### src/rtl/core/ufic_pkg.sv
// Shared types and codes for the UART FIFO interrupt controller.
// Used by the controller, the datapath and the top level; no dependencies.
package ufic_pkg;

    localparam int CFG_IDX_W  = 2;
    localparam int CFG_DATA_W = 9;

    // Configuration register indexes
    localparam logic [CFG_IDX_W-1:0] CFG_RX_INT_EN = 2'd0;
    localparam logic [CFG_IDX_W-1:0] CFG_TX_SIZE   = 2'd1;
    localparam logic [CFG_IDX_W-1:0] CFG_RX_SIZE   = 2'd2;

    // Item actions
    localparam logic [2:0] ACT_WRITE    = 3'd0;
    localparam logic [2:0] ACT_READ     = 3'd1;
    localparam logic [2:0] ACT_CLEAR_TX = 3'd2;
    localparam logic [2:0] ACT_CLEAR_RX = 3'd3;
    localparam logic [2:0] ACT_EVENT    = 3'd4;
    localparam logic [2:0] ACT_QUERY    = 3'd5;

    // Controller to datapath
    typedef struct packed {
        logic accept;   // latch the incoming word, launch RAM reads
        logic exec;     // run the item, load the result registers
        logic pop2;     // take the second transmit byte
    } t_ctrl_cmd;

    // Datapath to controller
    typedef struct packed {
        logic need_pop2;
    } t_dp_status;

endpackage

### src/rtl/core/ufic_ctrl.sv
// Sequencer for the UART FIFO interrupt controller: accept, execute,
// optional second pop, and the output valid flag. Depends on ufic_pkg.
module ufic_ctrl (
    input  logic                  i_clk,
    input  logic                  i_rst_n,
    input  logic                  i_valid,
    output logic                  o_stall,
    output logic                  o_valid,
    input  logic                  i_stall,
    input  ufic_pkg::t_dp_status  i_status,
    output ufic_pkg::t_ctrl_cmd   o_cmd
);

    typedef enum logic [2:0] {
        S_IDLE = 3'b001,
        S_EXEC = 3'b010,
        S_POP2 = 3'b100
    } t_state;

    t_state r_state, n_state;
    logic   r_out_valid, n_out_valid;
    logic   out_free;
    logic   load_out;

    assign out_free = !r_out_valid || !i_stall;

    always_comb begin
        n_state      = r_state;
        o_cmd        = '0;
        load_out     = 1'b0;
        case (r_state)
            S_IDLE: begin
                if (i_valid) begin
                    o_cmd.accept = 1'b1;
                    n_state      = S_EXEC;
                end
            end
            S_EXEC: begin
                // hold until the output register can take the result
                if (out_free) begin
                    o_cmd.exec = 1'b1;
                    if (i_status.need_pop2) begin
                        n_state = S_POP2;
                    end else begin
                        load_out = 1'b1;
                        n_state  = S_IDLE;
                    end
                end
            end
            S_POP2: begin
                o_cmd.pop2 = 1'b1;
                load_out   = 1'b1;
                n_state    = S_IDLE;
            end
            default: begin
                n_state = S_IDLE;
            end
        endcase
        n_out_valid = load_out ? 1'b1 : (r_out_valid && i_stall);
    end

    always_ff @(posedge i_clk) begin
        if (!i_rst_n) begin
            r_state     <= S_IDLE;
            r_out_valid <= 1'b0;
        end else begin
            r_state     <= n_state;
            r_out_valid <= n_out_valid;
        end
    end

    assign o_stall = (r_state != S_IDLE);
    assign o_valid = r_out_valid;

endmodule

### config.mk
export PLATFORM = sky130hd
export DESIGN_NAME = ufic_ctrl
export DESIGN_NICKNAME = d
export VERILOG_FILES = /design/src/rtl/core/ufic_pkg.sv /design/src/rtl/core/ufic_ctrl.sv
export SDC_FILE = /design/constraint.sdc
export NUM_CORES = 1
export LEC_CHECK = 0
export ABC_AREA = 1
export BUFFER_PORTS_ARGS = -buffer_cell sky130_fd_sc_hd__buf_2
export CORE_AREA = 2 2 39 41
export DETAILED_ROUTE_END_ITERATION = 6
export DIE_AREA = 0 0 41 43
export GPL_ROUTABILITY_DRIVEN = 0
export PLACE_DENSITY = 0.42
export SLEW_MARGIN = 20
export SYNTH_ARGS = -nofsm -noshare
export SYNTH_HDL_FRONTEND = slang
export SYNTH_SLANG_ARGS = --single-unit
### constraint.sdc
create_clock -name i_clk -period 0.8 [get_ports i_clk]
set_input_delay 0.12 -clock i_clk [delete_from_list [all_inputs] [get_ports i_clk]]
set_output_delay 0.12 -clock i_clk [all_outputs]
set_load 0.03 [all_outputs]
Word-level counts from Yosys, hierarchy flattened
Index checks and enable logic that the tools add are counted.
{"block": "totals", "inputBits": 5, "word_cells": 26, "out_inout_bits": 5, "register_bits": 4}
{"block": "classes", "eq_ne": 6, "n_reduce_logical": 5, "mux": 13}
{"operator": "3-bit two-way mux", "count": 3}
{"operator": "1-bit two-way mux", "count": 8}
{"operator": "3-bit one-hot mux with 2 select lines", "count": 1}
{"operator": "2-bit inequality test, second input constant", "count": 2}
{"operator": "3-bit by 1-bit equality test with 1-bit output, second input constant", "count": 1}
{"operator": "3-bit by 2-bit equality test with 1-bit output, second input constant", "count": 1}
{"operator": "3-bit equality test, second input constant", "count": 1}
{"operator": "3-bit by 1-bit inequality test with 1-bit output, second input constant", "count": 1}
{"operator": "1-bit zero test", "count": 2}
{"operator": "1-bit one-hot mux with 2 select lines", "count": 1}
{"operator": "2-bit AND reduction", "count": 1}
{"operator": "1-bit logical AND", "count": 1}
{"operator": "1-bit logical OR", "count": 1}

Logic depth before layout (Yosys ltp)
{"block": "logic_depth", "word_depth": 5, "depth_mapped": 6, "mapped_depth_nobuf": 6}

Worst setup path after synthesis
Ideal clock, no wire load.
{"block": "synth_path", "kind": "register to output", "from": "register r_state[2]", "to": "output o_cmd[0] (netlist bit)", "arrival_time_ns": 1.116, "t_required_ns": 0.680, "setup_slack_ns": -0.436, "path_stages_with_launch": 3, "path_buffers": 0, "path_cell_list": "dfxtp_1 > inv_2 > nor3_1"}
{"item": "start, declared", "line": "ufic_ctrl.sv:20", "rtl": "t_state r_state, n_state;"}
{"item": "start signal, assigned", "line": "ufic_ctrl.sv:67", "rtl": "r_state <= n_state;"}
{"item": "end, declared", "line": "ufic_ctrl.sv:11", "rtl": "output ufic_pkg::t_ctrl_cmd o_cmd"}

==> impl_metrics.yaml <==
floorplanning:
  dieArea_sq_um: 1760
  core_area_sq_um: 1380
  ioPinCount: 10
  die_h_microns: 43
  rows: 14
  die_x_microns: 41
  start_util: 0.161
run_status:
  status: "finished, violations left"
  violations: "negative setup slack"
power:
  p_leak_nw: 0.215
  peakVddDrop_v: 0.000511
  pwr-share-comb: 0.294
  powerDensity_nw_per_um2: 1550
  p_switching_uw: 232
  p_clk_frac: 0.382
  p_sw_frac: 0.318
  p_int_uw: 498
  p_seq_frac: 0.325
clocking:
  clkSlewWorstSetupHoldPaths_ns: 0.03
  cts_sinks: 4
  hold_buffers: 0
  clockBufferDepth: 2
  cts_tree: "yes"
  cts_root_buf: "clkbuf_4"
  htreeDepth: 1
  cts_buffers: 3
  worstSkewPairLatency_ns: 0.24
placement:
  dp.cells: 59
  pre_cts_ws_ns: -0.146
  place_hpwl_microns: 465
  numPortBuffers: 9
  placed_cell_area_sq_um: 354
synth:
  synth_top_area_frac: 0.360
  yosysMostFrequentCell: "nand2_1"
  yosys_warnings: 0
  syn_area_per_cell_sq_um: 6.96
  synth-async-reset-ratio: 0
  syn_area_sq_um: 223
  synth_commonest_cells: "6 x nand2_1, 4 x dfxtp_1, 4 x inv_2, 4 x nor2_1"
  yosys_most_used_dff: "dfxtp_1"
  yosysSeqAreaShare: 0.360
  synth_nets: 37
  synth-edff-count: 0
  synth-seq-cells: 4
  synthTopCellsByArea: "dfxtp_1 36%, nand3_2 13%, nand2_1 10%"
  yosys.cell_types.count: 12
  yosysTopAreaCell: "dfxtp_1"
  syn_inst: 32
sta:
  setup_violations: 9
  fin_ws_ns: -0.321
  final_hold_viol_count: 0
  whs_ns: 0.144
  clock.fmax_ghz: 0.892
  relSlewSlack: 0.884
  skew_ns: 0.00965
  fin_crit_sh: 1.40
  slew_viol_final: 0
  finalCriticalPeriod_ns: 1.12
  worst_pin_slew_ns: 0.173
  totalNegativeSetupSlack_ns: -1.63
  rsz0062_at_grt: "true"
critical_path:
  worstSetupEndpoint: "o_cmd[2]"
  r2r_cells: 7
  r2r_setup_slack_ns: -0.15
  r2r-end: "r_state[0]"
  end_kind: "primary output"
  max_stage_delay_ns: 0.36
  path_max_fanout: 4
  worstSetupPathType: "reg2out"
  crit_chain: "inv_4, nand4_1, inv_2, buf_6"
  required_ns: 0.68
  r2r_start: "r_state[1]"
  startpoint_type: "flop"
  worst-endpoint-arrival_ns: 1.00
  crit_start: "r_state[1]"
  slowest_stage: "dfxtp_4"
drt:
  avgViaCountPerCell: 3.99
  routedWlPerCell_microns: 8.58
  routed_wirelength_microns: 575
  dr.first_iter.drc_count: 3
  vias: 267
  dr.pass1.iters: 3
  drc: 0
  ant_nets: 0
grt:
  grt_usage: 0.0903
  grt_max_degree: 6
  grt_first_pass_wirelength_microns: 1010
  grt_pass1_vias: 260
  antenna_found_initial: 0
  overflow: 0
worst_hold_path:
  hp-class: "in2reg"
layout:
  regArea_sq_um: 95.1
  syn2layout_area_growth_pct: 112
  antenna-diode-count: 0
  fin_cells: 67
  fill_cells: 146
  drive_gt1_frac: 0.745
  fin_nets: 57
  final_area_sq_um: 472
  multiInputGateArea_sq_um: 165
job:
  drv_cap: 0
-- registers in the layout, summed over array words and instances, names as in the netlist --
register	flops
o_valid	1
r_state	3
-- power groups by stage --
stage | Clock, mW | Sequential (mW) | Combinational [mW]
5_1_grt | 0.313 | 0.239 | 0.236
3_5_place_dp | 0 | 0.243 | 0.166
3_3_place_gp | 0 | 0.245 | 0.167
2_1_floorplan | 0 | 0.241 | 0.112
4_1_cts | 0.285 | 0.237 | 0.215
6_report | 0.279 | 0.237 | 0.215
-- what timing repair did --
action                     in CTS  in global routing
pin swaps                       8                  4
setup buffers                   6                  1
setup endpoints to repair       9                  9
gates resized for setup        18                  1
-- cell usage in the layout (no fill, tap or decap), types with 2 or more instances in the layout --
master,count
inv_4,2
nor2_1,3
clkbuf_4,3
nand2_1,5
nand3_2,2
inv_2,2
nand3_4,2
inv_1,2
dfxtp_4,4
nor2_4,2
a21oi_2,2
buf_2,4
buf_6,7
buf_4,4
-- cells by family after synthesis --
| kind of cell | Yosys count | synth area share |
|---|---|---|
| AND/OR/NAND/NOR | 18 | 0.455 |
| buffers and inverters | 7 | 0.118 |
| flip-flops | 4 | 0.360 |
| AO/OA/AOI/OAI | 3 | 0.0674 |
-- through the flow --
step | util | power, mW
5_1_grt | 0.341 | 0.788
6_report | 0.341 | 0.730
4_1_cts | 0.339 | 0.737
3_3_place_gp | 0.256 | 0.412
2_1_floorplan | - | 0.353
3_5_place_dp | 0.256 | 0.409
-- how the worst min path moves through the flow --
| stage | cells past startpoint | to | from | slack (ns) |
|---|---|---|---|---|
| after floorplan | 2 | r_state[2] | i_status | 0.23 |
| after global placement | 3 | r_state[2] | i_status | 0.38 |
| after detailed placement | 3 | r_state[2] | i_status | 0.39 |
| after CTS | 3 | r_state[2] | i_status | 0.15 |
| after global routing | 3 | r_state[2] | i_status | 0.16 |
| final | 3 | r_state[2] | i_status | 0.14 |
-- routing by layer --
layer,global-route usage,vias up,wire length [microns]
met3,0.0314,2,26
li1,-,139,-
met4,0.0800,0,11
met5,0,-,0
met1,0.106,119,243
met2,0.122,7,293
-- cell type report --
class	count	area share
multi-input combinational	21	0.350
timing repair buffer	15	0.273
sequential	4	0.202
inverter	7	0.0769
clock buffer	4	0.0557
tap	16	0.0424
-- critical path, delay by kind of cell, from the launching register on --
kind / cells / cell delay [ns]
AND/OR/NAND/NOR: 1 / 0.13
flip-flops: 1 / 0.36
buffers and inverters: 3 / 0.28
No activity file was read; power rests on OpenSTA's default activity.
