--- src/rtl/core/ufic_pkg.sv ---
// Shared types and codes for the UART FIFO interrupt controller.
// Used by the controller, the datapath and the top level; no dependencies.
package ufic_pkg;

    localparam int CFG_IDX_W  = 2;
    localparam int CFG_DATA_W = 9;

    // Configuration register indexes
    localparam logic [CFG_IDX_W-1:0] CFG_RX_INT_EN = 2'd0;
    localparam logic [CFG_IDX_W-1:0] CFG_TX_SIZE   = 2'd1;
    localparam logic [CFG_IDX_W-1:0] CFG_RX_SIZE   = 2'd2;

    // Item actions
    localparam logic [2:0] ACT_WRITE    = 3'd0;
    localparam logic [2:0] ACT_READ     = 3'd1;
    localparam logic [2:0] ACT_CLEAR_TX = 3'd2;
    localparam logic [2:0] ACT_CLEAR_RX = 3'd3;
    localparam logic [2:0] ACT_EVENT    = 3'd4;
    localparam logic [2:0] ACT_QUERY    = 3'd5;

    // Controller to datapath
    typedef struct packed {
        logic accept;   // latch the incoming word, launch RAM reads
        logic exec;     // run the item, load the result registers
        logic pop2;     // take the second transmit byte
    } t_ctrl_cmd;

    // Datapath to controller
    typedef struct packed {
        logic need_pop2;
    } t_dp_status;

endpackage

--- src/rtl/core/ufic_ram.sv ---
// Generic single-write, single-read RAM with registered read data.
// No dependencies.
module ufic_ram #(
    parameter int WIDTH = 8,
    parameter int DEPTH = 256
) (
    input  logic                     i_clk,
    input  logic                     i_we,
    input  logic [$clog2(DEPTH)-1:0] i_waddr,
    input  logic [WIDTH-1:0]         i_wdata,
    input  logic                     i_re,
    input  logic [$clog2(DEPTH)-1:0] i_raddr,
    output logic [WIDTH-1:0]         o_rdata
);

    logic [WIDTH-1:0] r_mem [DEPTH];
    logic [WIDTH-1:0] r_rdata;

    always_ff @(posedge i_clk) begin
        if (i_we) begin
            r_mem[i_waddr] <= i_wdata;
        end
        if (i_re) begin
            r_rdata <= r_mem[i_raddr];
        end
    end

    assign o_rdata = r_rdata;

endmodule

--- src/rtl/core/ufic_datapath.sv ---
// Datapath: ring pointers, levels, interrupt enables, configuration and
// result registers around the two FIFO RAMs. Depends on ufic_pkg, ufic_ram.
module ufic_datapath #(
    parameter int TX_DEPTH = 256,
    parameter int RX_DEPTH = 256
) (
    input  logic                           i_clk,
    input  logic                           i_rst_n,
    input  ufic_pkg::t_ctrl_cmd            i_cmd,
    output ufic_pkg::t_dp_status           o_status,
    input  logic                           i_cfg_we,
    input  logic [ufic_pkg::CFG_IDX_W-1:0] i_cfg_index,
    input  logic [ufic_pkg::CFG_DATA_W-1:0] i_cfg_data,
    input  logic [2:0]                     i_action,
    input  logic [7:0]                     i_write_byte,
    input  logic                           i_last_of_buffer,
    input  logic [7:0]                     i_rx_byte,
    input  logic                           i_flag_rx_full,
    input  logic                           i_flag_tx_empty,
    input  logic                           i_flag_tx_done,
    output logic                           o_accepted,
    output logic [7:0]                     o_read_data,
    output logic                           o_tx_fifo_empty,
    output logic                           o_rx_notify,
    output logic                           o_rx_overflow,
    output logic [1:0]                     o_tx_bytes_out,
    output logic [7:0]                     o_tx_byte_first,
    output logic [7:0]                     o_tx_byte_second,
    output logic                           o_send_done,
    output logic                           o_empty_int_enabled,
    output logic                           o_done_int_enabled
);

    localparam int TPW = $clog2(TX_DEPTH);
    localparam int TLW = $clog2(TX_DEPTH + 1);
    localparam int RPW = $clog2(RX_DEPTH);
    localparam int RLW = $clog2(RX_DEPTH + 1);
    localparam int DW  = ufic_pkg::CFG_DATA_W;
    localparam int TCW = (TLW > DW) ? TLW : DW;
    localparam int RCW = (RLW > DW) ? RLW : DW;

    // configuration
    logic          r_rx_int_en;
    logic [DW-1:0] r_tx_size;
    logic [DW-1:0] r_rx_size;

    // latched word
    logic [2:0] r_act;
    logic [7:0] r_wbyte;
    logic       r_last;
    logic [7:0] r_rxbyte;
    logic       r_frx, r_fte, r_ftd;

    // FIFO state
    logic [TPW-1:0] r_tx_wr, n_tx_wr, r_tx_rd, n_tx_rd;
    logic [TLW-1:0] r_tx_level, n_tx_level;
    logic [RPW-1:0] r_rx_wr, n_rx_wr, r_rx_rd, n_rx_rd;
    logic [RLW-1:0] r_rx_level, n_rx_level;
    logic           r_empty_en, n_empty_en, r_done_en, n_done_en;

    // results
    logic       r_acc, n_acc;
    logic [7:0] r_rdata, n_rdata;
    logic       r_txe, n_txe;
    logic       r_notify, n_notify;
    logic       r_ovf, n_ovf;
    logic [1:0] r_nout, n_nout;
    logic [7:0] r_b1, n_b1, r_b2, n_b2;
    logic       r_done, n_done;
    logic       r_eie, n_eie, r_die, n_die;

    // effective sizes and pointer advances
    logic [TCW-1:0] tx_size_ext;
    logic [RCW-1:0] rx_size_ext;
    logic [TLW-1:0] tsz;
    logic [RLW-1:0] rsz;
    logic [TPW:0]   tx_wr_inc, tx_rd_inc;
    logic [RPW:0]   rx_wr_inc, rx_rd_inc;
    logic [TPW-1:0] tx_wr_adv, tx_rd_adv;
    logic [RPW-1:0] rx_wr_adv, rx_rd_adv;

    // RAM ports
    logic       tx_we, tx_re, rx_we, rx_re;
    logic [7:0] tx_rdata, rx_rdata;

    // event scratch
    logic ev_e, ev_d, pop1, need_pop2;

    assign tx_size_ext = TCW'(r_tx_size);
    assign rx_size_ext = RCW'(r_rx_size);

    // clamp the size registers to 1..depth
    always_comb begin
        if (tx_size_ext == '0) begin
            tsz = TLW'(1);
        end else if (tx_size_ext > TCW'(TX_DEPTH)) begin
            tsz = TLW'(TX_DEPTH);
        end else begin
            tsz = TLW'(tx_size_ext);
        end
        if (rx_size_ext == '0) begin
            rsz = RLW'(1);
        end else if (rx_size_ext > RCW'(RX_DEPTH)) begin
            rsz = RLW'(RX_DEPTH);
        end else begin
            rsz = RLW'(rx_size_ext);
        end
    end

    assign tx_wr_inc = {1'b0, r_tx_wr} + (TPW+1)'(1);
    assign tx_rd_inc = {1'b0, r_tx_rd} + (TPW+1)'(1);
    assign rx_wr_inc = {1'b0, r_rx_wr} + (RPW+1)'(1);
    assign rx_rd_inc = {1'b0, r_rx_rd} + (RPW+1)'(1);

    assign tx_wr_adv = (tx_wr_inc >= (TPW+1)'(tsz)) ? '0 : tx_wr_inc[TPW-1:0];
    assign tx_rd_adv = (tx_rd_inc >= (TPW+1)'(tsz)) ? '0 : tx_rd_inc[TPW-1:0];
    assign rx_wr_adv = (rx_wr_inc >= (RPW+1)'(rsz)) ? '0 : rx_wr_inc[RPW-1:0];
    assign rx_rd_adv = (rx_rd_inc >= (RPW+1)'(rsz)) ? '0 : rx_rd_inc[RPW-1:0];

    always_comb begin
        n_tx_wr    = r_tx_wr;
        n_tx_rd    = r_tx_rd;
        n_tx_level = r_tx_level;
        n_rx_wr    = r_rx_wr;
        n_rx_rd    = r_rx_rd;
        n_rx_level = r_rx_level;
        n_empty_en = r_empty_en;
        n_done_en  = r_done_en;
        n_acc      = r_acc;
        n_rdata    = r_rdata;
        n_txe      = r_txe;
        n_notify   = r_notify;
        n_ovf      = r_ovf;
        n_nout     = r_nout;
        n_b1       = r_b1;
        n_b2       = r_b2;
        n_done     = r_done;
        n_eie      = r_eie;
        n_die      = r_die;
        tx_we      = 1'b0;
        rx_we      = 1'b0;
        ev_e       = r_empty_en;
        ev_d       = r_done_en;
        pop1       = 1'b0;
        need_pop2  = 1'b0;

        if (i_cmd.exec) begin
            n_acc    = 1'b0;
            n_rdata  = '0;
            n_notify = 1'b0;
            n_ovf    = 1'b0;
            n_nout   = 2'd0;
            n_b1     = '0;
            n_b2     = '0;
            n_done   = 1'b0;
            case (r_act)
                ufic_pkg::ACT_WRITE: begin
                    if (r_tx_level < tsz) begin
                        tx_we      = 1'b1;
                        n_tx_wr    = tx_wr_adv;
                        n_tx_level = r_tx_level + TLW'(1);
                        n_acc      = 1'b1;
                        if (r_last) begin
                            n_done_en = 1'b1;
                        end
                    end else begin
                        n_empty_en = 1'b1;
                    end
                end
                ufic_pkg::ACT_READ: begin
                    if (r_rx_level != '0) begin
                        n_rdata    = rx_rdata;
                        n_rx_rd    = rx_rd_adv;
                        n_rx_level = r_rx_level - RLW'(1);
                        n_acc      = 1'b1;
                    end
                end
                ufic_pkg::ACT_CLEAR_TX: begin
                    n_tx_wr    = '0;
                    n_tx_rd    = '0;
                    n_tx_level = '0;
                end
                ufic_pkg::ACT_CLEAR_RX: begin
                    n_rx_wr    = '0;
                    n_rx_rd    = '0;
                    n_rx_level = '0;
                end
                ufic_pkg::ACT_EVENT: begin
                    // receive stage; drop the oldest byte when full
                    if (r_rx_int_en && r_frx) begin
                        if (r_rx_level >= rsz) begin
                            n_rx_rd = rx_rd_adv;
                            n_ovf   = 1'b1;
                        end else begin
                            n_rx_level = r_rx_level + RLW'(1);
                        end
                        rx_we    = 1'b1;
                        n_rx_wr  = rx_wr_adv;
                        n_notify = 1'b1;
                    end
                    // transmit-empty stage
                    if (ev_e && r_fte) begin
                        if (r_tx_level == '0) begin
                            ev_e = 1'b0;
                            ev_d = 1'b1;
                        end else begin
                            pop1       = 1'b1;
                            n_b1       = tx_rdata;
                            n_tx_rd    = tx_rd_adv;
                            n_tx_level = r_tx_level - TLW'(1);
                            n_nout     = 2'd1;
                        end
                    end
                    // transmit-complete stage sees the level left above
                    if (r_ftd && ev_d) begin
                        if (n_tx_level == '0) begin
                            ev_d   = 1'b0;
                            n_done = 1'b1;
                        end else if (pop1) begin
                            need_pop2 = 1'b1;
                        end else begin
                            n_b1       = tx_rdata;
                            n_tx_rd    = tx_rd_adv;
                            n_tx_level = r_tx_level - TLW'(1);
                            n_nout     = 2'd1;
                        end
                    end
                    n_empty_en = ev_e;
                    n_done_en  = ev_d;
                end
                default: begin
                end
            endcase
            n_txe = (n_tx_level == '0);
            n_eie = n_empty_en;
            n_die = n_done_en;
        end else if (i_cmd.pop2) begin
            n_b2       = tx_rdata;
            n_tx_rd    = tx_rd_adv;
            n_tx_level = r_tx_level - TLW'(1);
            n_nout     = 2'd2;
            n_txe      = (n_tx_level == '0);
        end
    end

    // read at the current pointers on accept; the second pop reads at the
    // pointer left by the first
    assign tx_re = i_cmd.accept || (i_cmd.exec && need_pop2);
    assign rx_re = i_cmd.accept;
    assign o_status.need_pop2 = need_pop2;

    ufic_ram #(
        .WIDTH (8),
        .DEPTH (TX_DEPTH)
    ) u_tx_ram (
        .i_clk   (i_clk),
        .i_we    (tx_we),
        .i_waddr (r_tx_wr),
        .i_wdata (r_wbyte),
        .i_re    (tx_re),
        .i_raddr (n_tx_rd),
        .o_rdata (tx_rdata)
    );

    ufic_ram #(
        .WIDTH (8),
        .DEPTH (RX_DEPTH)
    ) u_rx_ram (
        .i_clk   (i_clk),
        .i_we    (rx_we),
        .i_waddr (r_rx_wr),
        .i_wdata (r_rxbyte),
        .i_re    (rx_re),
        .i_raddr (r_rx_rd),
        .o_rdata (rx_rdata)
    );

    always_ff @(posedge i_clk) begin
        if (!i_rst_n) begin
            r_rx_int_en <= 1'b1;
            r_tx_size   <= DW'(256);
            r_rx_size   <= DW'(256);
            r_tx_wr     <= '0;
            r_tx_rd     <= '0;
            r_tx_level  <= '0;
            r_rx_wr     <= '0;
            r_rx_rd     <= '0;
            r_rx_level  <= '0;
            r_empty_en  <= 1'b0;
            r_done_en   <= 1'b0;
        end else begin
            if (i_cfg_we) begin
                case (i_cfg_index)
                    ufic_pkg::CFG_RX_INT_EN: r_rx_int_en <= i_cfg_data[0];
                    ufic_pkg::CFG_TX_SIZE:   r_tx_size   <= i_cfg_data;
                    ufic_pkg::CFG_RX_SIZE:   r_rx_size   <= i_cfg_data;
                    default: begin
                    end
                endcase
            end
            r_tx_wr    <= n_tx_wr;
            r_tx_rd    <= n_tx_rd;
            r_tx_level <= n_tx_level;
            r_rx_wr    <= n_rx_wr;
            r_rx_rd    <= n_rx_rd;
            r_rx_level <= n_rx_level;
            r_empty_en <= n_empty_en;
            r_done_en  <= n_done_en;
        end
    end

    always_ff @(posedge i_clk) begin
        if (i_cmd.accept) begin
            r_act    <= i_action;
            r_wbyte  <= i_write_byte;
            r_last   <= i_last_of_buffer;
            r_rxbyte <= i_rx_byte;
            r_frx    <= i_flag_rx_full;
            r_fte    <= i_flag_tx_empty;
            r_ftd    <= i_flag_tx_done;
        end
        r_acc    <= n_acc;
        r_rdata  <= n_rdata;
        r_txe    <= n_txe;
        r_notify <= n_notify;
        r_ovf    <= n_ovf;
        r_nout   <= n_nout;
        r_b1     <= n_b1;
        r_b2     <= n_b2;
        r_done   <= n_done;
        r_eie    <= n_eie;
        r_die    <= n_die;
    end

    assign o_accepted          = r_acc;
    assign o_read_data         = r_rdata;
    assign o_tx_fifo_empty     = r_txe;
    assign o_rx_notify         = r_notify;
    assign o_rx_overflow       = r_ovf;
    assign o_tx_bytes_out      = r_nout;
    assign o_tx_byte_first     = r_b1;
    assign o_tx_byte_second    = r_b2;
    assign o_send_done         = r_done;
    assign o_empty_int_enabled = r_eie;
    assign o_done_int_enabled  = r_die;

endmodule

--- config.mk ---
export PLATFORM = sky130hd
export DESIGN_NAME = ufic_datapath
export DESIGN_NICKNAME = d
export VERILOG_FILES = /design/src/rtl/core/ufic_pkg.sv /design/src/rtl/core/ufic_ram.sv /design/src/rtl/core/ufic_datapath.sv
export SDC_FILE = /design/constraint.sdc
export NUM_CORES = 2
export LEC_CHECK = 0
export BUFFER_PORTS_ARGS = -buffer_cell sky130_fd_sc_hd__buf_4
export CAP_MARGIN = 40
export CORE_UTILIZATION = 60
export CTS_CLUSTER_DIAMETER = 60
export CTS_CLUSTER_SIZE = 30
export DETAILED_ROUTE_END_ITERATION = 8
export PLACE_DENSITY = 0.75
export SLEW_MARGIN = 15
export SYNTH_ARGS = -nofsm -noshare
export SYNTH_HDL_FRONTEND = slang
export SYNTH_SLANG_ARGS = --single-unit
--- constraint.sdc ---
create_clock -name i_clk -period 6.4 [get_ports i_clk]
set_input_delay 0.64 -clock i_clk [delete_from_list [all_inputs] [get_ports i_clk]]
set_output_delay 0.64 -clock i_clk [all_outputs]
set_load 0.03 [all_outputs]
# Yosys cells after proc, flatten, opt, wreduce, memory -nomap -nowiden
# Memories as Yosys holds them, arrays and structs flattened. A register that Yosys moved wholly into a read port is not among the register bits.
# Index checks and enable logic that the tools add are counted.
dict set report word_totals {
  ff_bits 127
  mem_bits_rw 4096
  memories 2
  input_bits 40
  wordCells 177
  out_inout_bits 34
}
# memory depth width read_ports rd_ports_with_merged_regs write_ports line
set memory_table {}
lappend memory_table {u_rx_ram.r_mem 256 8 1 1 1 ufic_ram.sv:16} ;# logic [WIDTH-1:0] r_mem [DEPTH];
lappend memory_table {u_tx_ram.r_mem 256 8 1 1 1 ufic_ram.sv:16}
dict set report op_classes {
  addsub 8
  n_eq_ne 11
  n_mux 91
  n_lt_le_gt_ge 8
  reduce_logical 28
}
# operator count
set ops {}
lappend ops {{$mux W8} 21}
lappend ops {{$mux W9} 18}
lappend ops {{$logic_not A9 Y1} 6}
lappend ops {{$pmux W9 S3} 2}
lappend ops {{$pmux W8 S2} 3}
lappend ops {{$ge A9 B9 Y1} 5}
lappend ops {{$mux W1} 37}
lappend ops {{$add A8 B1 Y9 const B} 4}
lappend ops {{$pmux W8 S3} 1}
lappend ops {{$add A9 B1 Y9 const B} 2}
lappend ops {{$gt A9 B9 Y1 const B} 2}
lappend ops {{$sub A9 B1 Y9 const B} 2}
lappend ops {{$mux W2} 6}
lappend ops {{$reduce_and A2 Y1} 6}
lappend ops {{$ne A2 B2 Y1 const B} 5}
lappend ops {{$reduce_and A5 Y1} 2}
lappend ops {{$lt A9 B9 Y1} 1}
lappend ops {{$reduce_bool A9 Y1} 1}
lappend ops {{$eq A3 B2 Y1 const B} 2}
lappend ops {{$pmux W1 S2} 3}
lappend ops {{$reduce_and A3 Y1} 2}
lappend ops {{$reduce_bool A2 Y1} 3}
lappend ops {{$logic_and A1 B1 Y1} 4}
lappend ops {{$eq A3 B1 Y1 const B} 1}
lappend ops {{other kinds (7)} 7}

# Depth between registers and ports, before layout
dict set report depth {
  ltp_word 12
  ltp_mapped 22
  depth_no_buf 17
}

# By module
# A second synthesis with hierarchy kept.
dict set report hier_totals {
  cells_unflattened 8341
  area_unflattened_um2 167260.4
}
# mod cells_per_inst n_inst area_per_inst_um2 seq_area_each_um2
set modules_own_cells {}
lappend modules_own_cells {ufic_ram 3733 2 79636.4 61739.2}
lappend modules_own_cells {ufic_datapath 875 1 7987.7 3022.9}

# Worst setup path after synthesis
# No wires, ideal clock.
dict set report synth_timing {
  path_type {register -> register}
  start {reg r_tx_rd[0]}
  end {reg u_tx_ram.r_rdata[0] (netlist: u_tx_ram.o_rdata[0]) (read register of u_tx_ram.r_mem) (data pin)}
  path_slack_ps 1909
  path_buffers 3
  arrival_ps 4221
  period_less_slack_ps 4491
  t_required_ps 6130
  setup_time_ps 270
  stages_incl_launch_ff 20
  path_cell_list {dfxtp_1 > ha_1 > nand3_1 > nor2_1 > xnor2_1 > inv_1 > ha_1 > nand4_1 > o211ai_1 > a211oi_1 > nor4_1 > a311o_1 > buf_4 > buf_2 > buf_2 > mux4_2 > nand2_1 > nand4_1 > nor3b_1 > nor4_2}
}
dict set report synth_between {
  elab_chain_len 10
  elab_cells_between_ends 11
  cone_classes {1 x add/sub; 1 x order compare; 9 x mux}
}
# element line
set synth_rtl {}
lappend synth_rtl {{from (decl)} ufic_datapath.sv:55} ;# logic [TPW-1:0] r_tx_wr, n_tx_wr, r_tx_rd, n_tx_rd;
lappend synth_rtl {{from (signal assigned)} ufic_datapath.sv:302} ;# r_tx_rd <= n_tx_rd;
lappend synth_rtl {{$add A8 B1 Y9} ufic_datapath.sv:111} ;# assign tx_rd_inc = {1'b0, r_tx_rd} + (TPW+1)'(1);
lappend synth_rtl {{$ge A9 B9 Y1} ufic_datapath.sv:116} ;# assign tx_rd_adv = (tx_rd_inc >= (TPW+1)'(tsz)) ? '0 : tx_rd_inc[TPW-1:0];
lappend synth_rtl {{$mux W8} ufic_datapath.sv:116}
lappend synth_rtl {{$mux W8} ufic_datapath.sv:203} ;# if (r_tx_level == '0) begin
lappend synth_rtl {{$mux W8} ufic_datapath.sv:202} ;# if (ev_e && r_fte) begin
lappend synth_rtl {{$mux W8} ufic_datapath.sv:219} ;# end else if (pop1) begin
lappend synth_rtl {{$mux W8} ufic_datapath.sv:216} ;# if (n_tx_level == '0) begin
lappend synth_rtl {{$mux W8} ufic_datapath.sv:215} ;# if (r_ftd && ev_d) begin
lappend synth_rtl {{$pmux W8 S2} ufic_datapath.sv:156} ;# case (r_act)
lappend synth_rtl {{$mux W8 (*)} ufic_datapath.sv:147} ;# if (i_cmd.exec) begin
lappend synth_rtl {{to (decl)} ufic_ram.sv:17} ;# logic [WIDTH-1:0] r_rdata;
# Mark *: on every way between the ends. The rest lies on a longest branch, timed or not.
# A chain may end at the register's enable or synchronous reset.

# Worst setup path after layout
dict set report layout_timing {
  start {reg r_tx_rd[1]}
  end {reg u_tx_ram.r_rdata[5] (netlist: u_tx_ram.o_rdata[5]) (read register of u_tx_ram.r_mem) (data pin)}
}
# The elaborated chain is that of the path after synthesis.

==> results.py <==
metrics = {
    "clocking": {
        "clk_pin_slew_ps": 110,
        "insertion_delay_ps": 950,
        "clk_path_buf_depth": 4,
        "h-tree-depth": 4,
        "cts_made_buffers": 228,
        "cts_setup_buffers": 0,
        "cts_tree": "done",
        "root_buffer": "clkbuf_16",
        "cts.sinks": 4239,
    },
    "synth": {
        "netlist_area_um2": 166200,
        "synth_flop_cell": "edfxtp_1",
        "synth_edf_count": 4160,
        "syn_avg_cell_area_um2": 20.73,
        "synth_fp_nets": 8130,
        "ys_types": 76,
        "ys_ff_latch": 4239,
        "seq_area_frac_synth_pct": 76.12,
        "synth_cells": 8016,
        "yosysWarnings": 0,
        "async_flop_share_pct": 0,
    },
    "setup_path": {
        "critPathCaptureType": "flop",
        "critPathBufInv": 4,
        "path_depth": 19,
        "crit_path_top_delay_cell": "mux4_2",
        "path_class": "reg2reg",
        "crit_start": "r_tx_rd[1]$_SDFF_PN0_",
        "crit_fanout": 37,
        "cp_top_family": "compound AO/OA/AOI/OAI gates",
        "rr_worst_depth": 19,
        "cp_data_arrival_time_ps": 6830,
        "worst_setup_path_start_kind": "flop",
        "crit_path_max_incr_delay_ps": 550,
        "timing.rr.start": "r_tx_rd[1]$_SDFF_PN0_",
        "worstPathRequired_ps": 7100,
        "path_cells": "ha_1 > nand3_1 > nor2_1 > xnor2_1 > inv_1 > ha_1 > nand4_1 > o211ai_1 > a211oi_1 > nor4_1 > a311o_2 > buf_12 > buf_12 > mux4_2 > o21ai_0 > o21ai_0 > nor3_1 > buf_4 > nor4_2",
    },
    "drt": {
        "antenna_left": 0,
        "vias": 83110,
        "vias_per_cell": 6.874,
        "wl_per_cell_um": 32.99,
        "drt-pass1-iter-count": 8,
        "wl_um": 398900,
        "drc": 0,
        "first_iter_violations": 13070,
    },
    "global_routing": {
        "grt_max_degree": 216,
        "grt_use_total_pct": 28.66,
        "grt_antenna_before_repair": 19,
        "overflow": 0,
        "grt_pass1_wl_um": 576200,
        "grt_pass1_vias": 81570,
    },
    "layout": {
        "layout_commonest_cell": "edfxtp_1",
        "drive_gt1_share_pct": 23.10,
        "instances_no_fill": 12090,
        "final_nets": 8312,
        "area_delta_synth_final_pct": 9.371,
        "final_cell_mix": "edfxtp_1 (4160), mux4_2 (1084), nor2_1 (630)",
    },
    "worst_hold_path": {
        "worstHoldPathType": "in2reg",
        "hp-start": "i_cfg_data[8]",
        "whs_path_depth": 3,
    },
    "timing": {
        "finalWorstSetupSlack_ps": 270.8,
        "slew_violations": 0,
        "worst_pin_slew_ps": 1381,
        "finClkSkew_ps": 76.59,
        "relSlewSlack_pct": 7.930,
        "hold_viol_final": 0,
        "final-setup-viol-count": 0,
        "period_needed_ps": 6129,
        "tns_ps": 0,
        "rsz0062_at_grt": "no",
        "fin_crit_sh_pct": 95.77,
        "fmax_mhz": 163.2,
    },
    "die": {
        "die_y_um": 528.3,
        "io-pin-count": 74,
        "die-area_um2": 279100,
        "core_area_um2": 274600,
        "die_x_um": 528.3,
        "num_rows": 192,
        "start_util_pct": 60.52,
    },
    "placement": {
        "routabilityCongestion": 0.8897,
        "pre_cts_slack_ps": 216.0,
        "dp.cells": 11570,
        "io_buffers": 73,
        "hpwlAfterDp_um": 246200,
    },
    "pwr": {
        "ir_drop_uv": 263.6,
        "p_leak_nw": 54.71,
        "powerDensity_nw_per_um2": 288.9,
    },
    "flow_run": {
        "cap_viol_max_count": 0,
    },
    "run_status": {
        "status": "finished, final reports clean",
    },
}
[cell families after synthesis]
family                   share of synthesized area, %
AND/OR/NAND/NOR                                 3.497
multiplexers                                    15.93
buffers and inverters                           1.249
AO/OA/AOI/OAI                                   2.414
flip-flops                                      76.12
adder cells (fa/ha/maj)                        0.5617
XOR/XNOR                                       0.2266
[cell usage after synthesis (all sizes together), types with 61 or more instances]
master | n | share of area [%]
edfxtp | 4160 | 75
buf | 167 | 0.49
a22oi | 157 | 0.71
nand2 | 307 | 0.69
mux4 | 1084 | 15
ha | 73 | 0.55
nor2 | 631 | 1.4
mux2i | 202 | 1.2
nand3 | 105 | 0.32
a21oi | 85 | 0.26
a21o | 61 | 0.28
clkbuf | 307 | 0.69
o21ai | 61 | 0.19
dfxtp | 79 | 0.95
[power breakdown]
group	switching [mW]	internal (mW)
registers	0.133	30.7
clock network	9.84	7.77
logic	2.44	1.60
[cell type report]
class                   instances  area (um2)
diodes                          9       22.52
clock buffers                 240        5857
clock inverters               187        2519
fillers                     16970       92830
inverters                      30       112.6
multi-input cells            3273       37690
flip-flops and latches       4239      126500
well taps                    3686        4612
repair buffers                426        4422
[registers in the layout, summed over array words and instances, names as in the netlist, 2 cells and up]
register	cells
r_act	3
o_tx_bytes_out	2
u_tx_ram.o_rdata	8
o_tx_byte_first	8
r_rx_size	9
r_rxbyte	8
u_tx_ram.r_mem	2048
r_tx_wr	8
r_tx_rd	8
r_wbyte	8
r_tx_size	9
r_rx_level	9
u_rx_ram.o_rdata	8
u_rx_ram.r_mem	2048
r_tx_level	9
o_tx_byte_second	8
r_rx_rd	8
r_rx_wr	8
o_read_data	8
[through the flow]
stage / area (um2) / hold slack (ps) / total power, mW / utilization (%)
4_1_cts: 181200 / 13.25 / 52.63 / 65.98
5_1_grt: 181700 / 51.17 / 53.73 / 66.18
2_1_floorplan: 166200 / 432.7 / 34.06 / -
3_3_place_gp: 172000 / 451.0 / 35.35 / 62.62
6_report: 181800 / 71.76 / 52.51 / 66.19
3_5_place_dp: 172500 / 469.9 / 35.47 / 62.81
[worst paths after layout]
check	to	slack [ps]
hold reg to reg	r_tx_size[0]$_SDFFE_PN0P_	530
hold / removal	r_tx_size[8]$_SDFFE_PN1P_	70
setup reg to reg	u_tx_ram.o_rdata[5]$_DFFE_PP_	270
setup / recovery	u_tx_ram.o_rdata[5]$_DFFE_PP_	270
[routing by layer]
layer / vias to the layer above / share of wire [%] / global-route usage, % / wire, um
met5: - / 0.017 / 0 / 67
met1: 43710 / 38 / 42.60 / 151800
met3: 687 / 11 / 5.153 / 45530
li1: 33510 / - / - / -
met4: 10 / 3.5 / 8.915 / 13930
met2: 5197 / 47 / 43.96 / 187500
[worst register-to-register path, delay by kind of cell, from the launching register on]
family | cells | cell delay (ps)
fa+ha+maj | 2 | 580
flops | 1 | 430
buf+inv | 4 | 900
mux | 1 | 590
simple gates | 6 | 1460
compound gates | 5 | 1800
xor+xnor | 1 | 140
[what timing repair did]
action / 4_1_cts / 5_1_grt
hold buffers: 34 / 0
endpoints found under the hold margin: 40 / 0
gates resized for setup: 0 / 1
endpoints found under the setup margin: 0 / 1
Power figures use the tool's default switching activity.
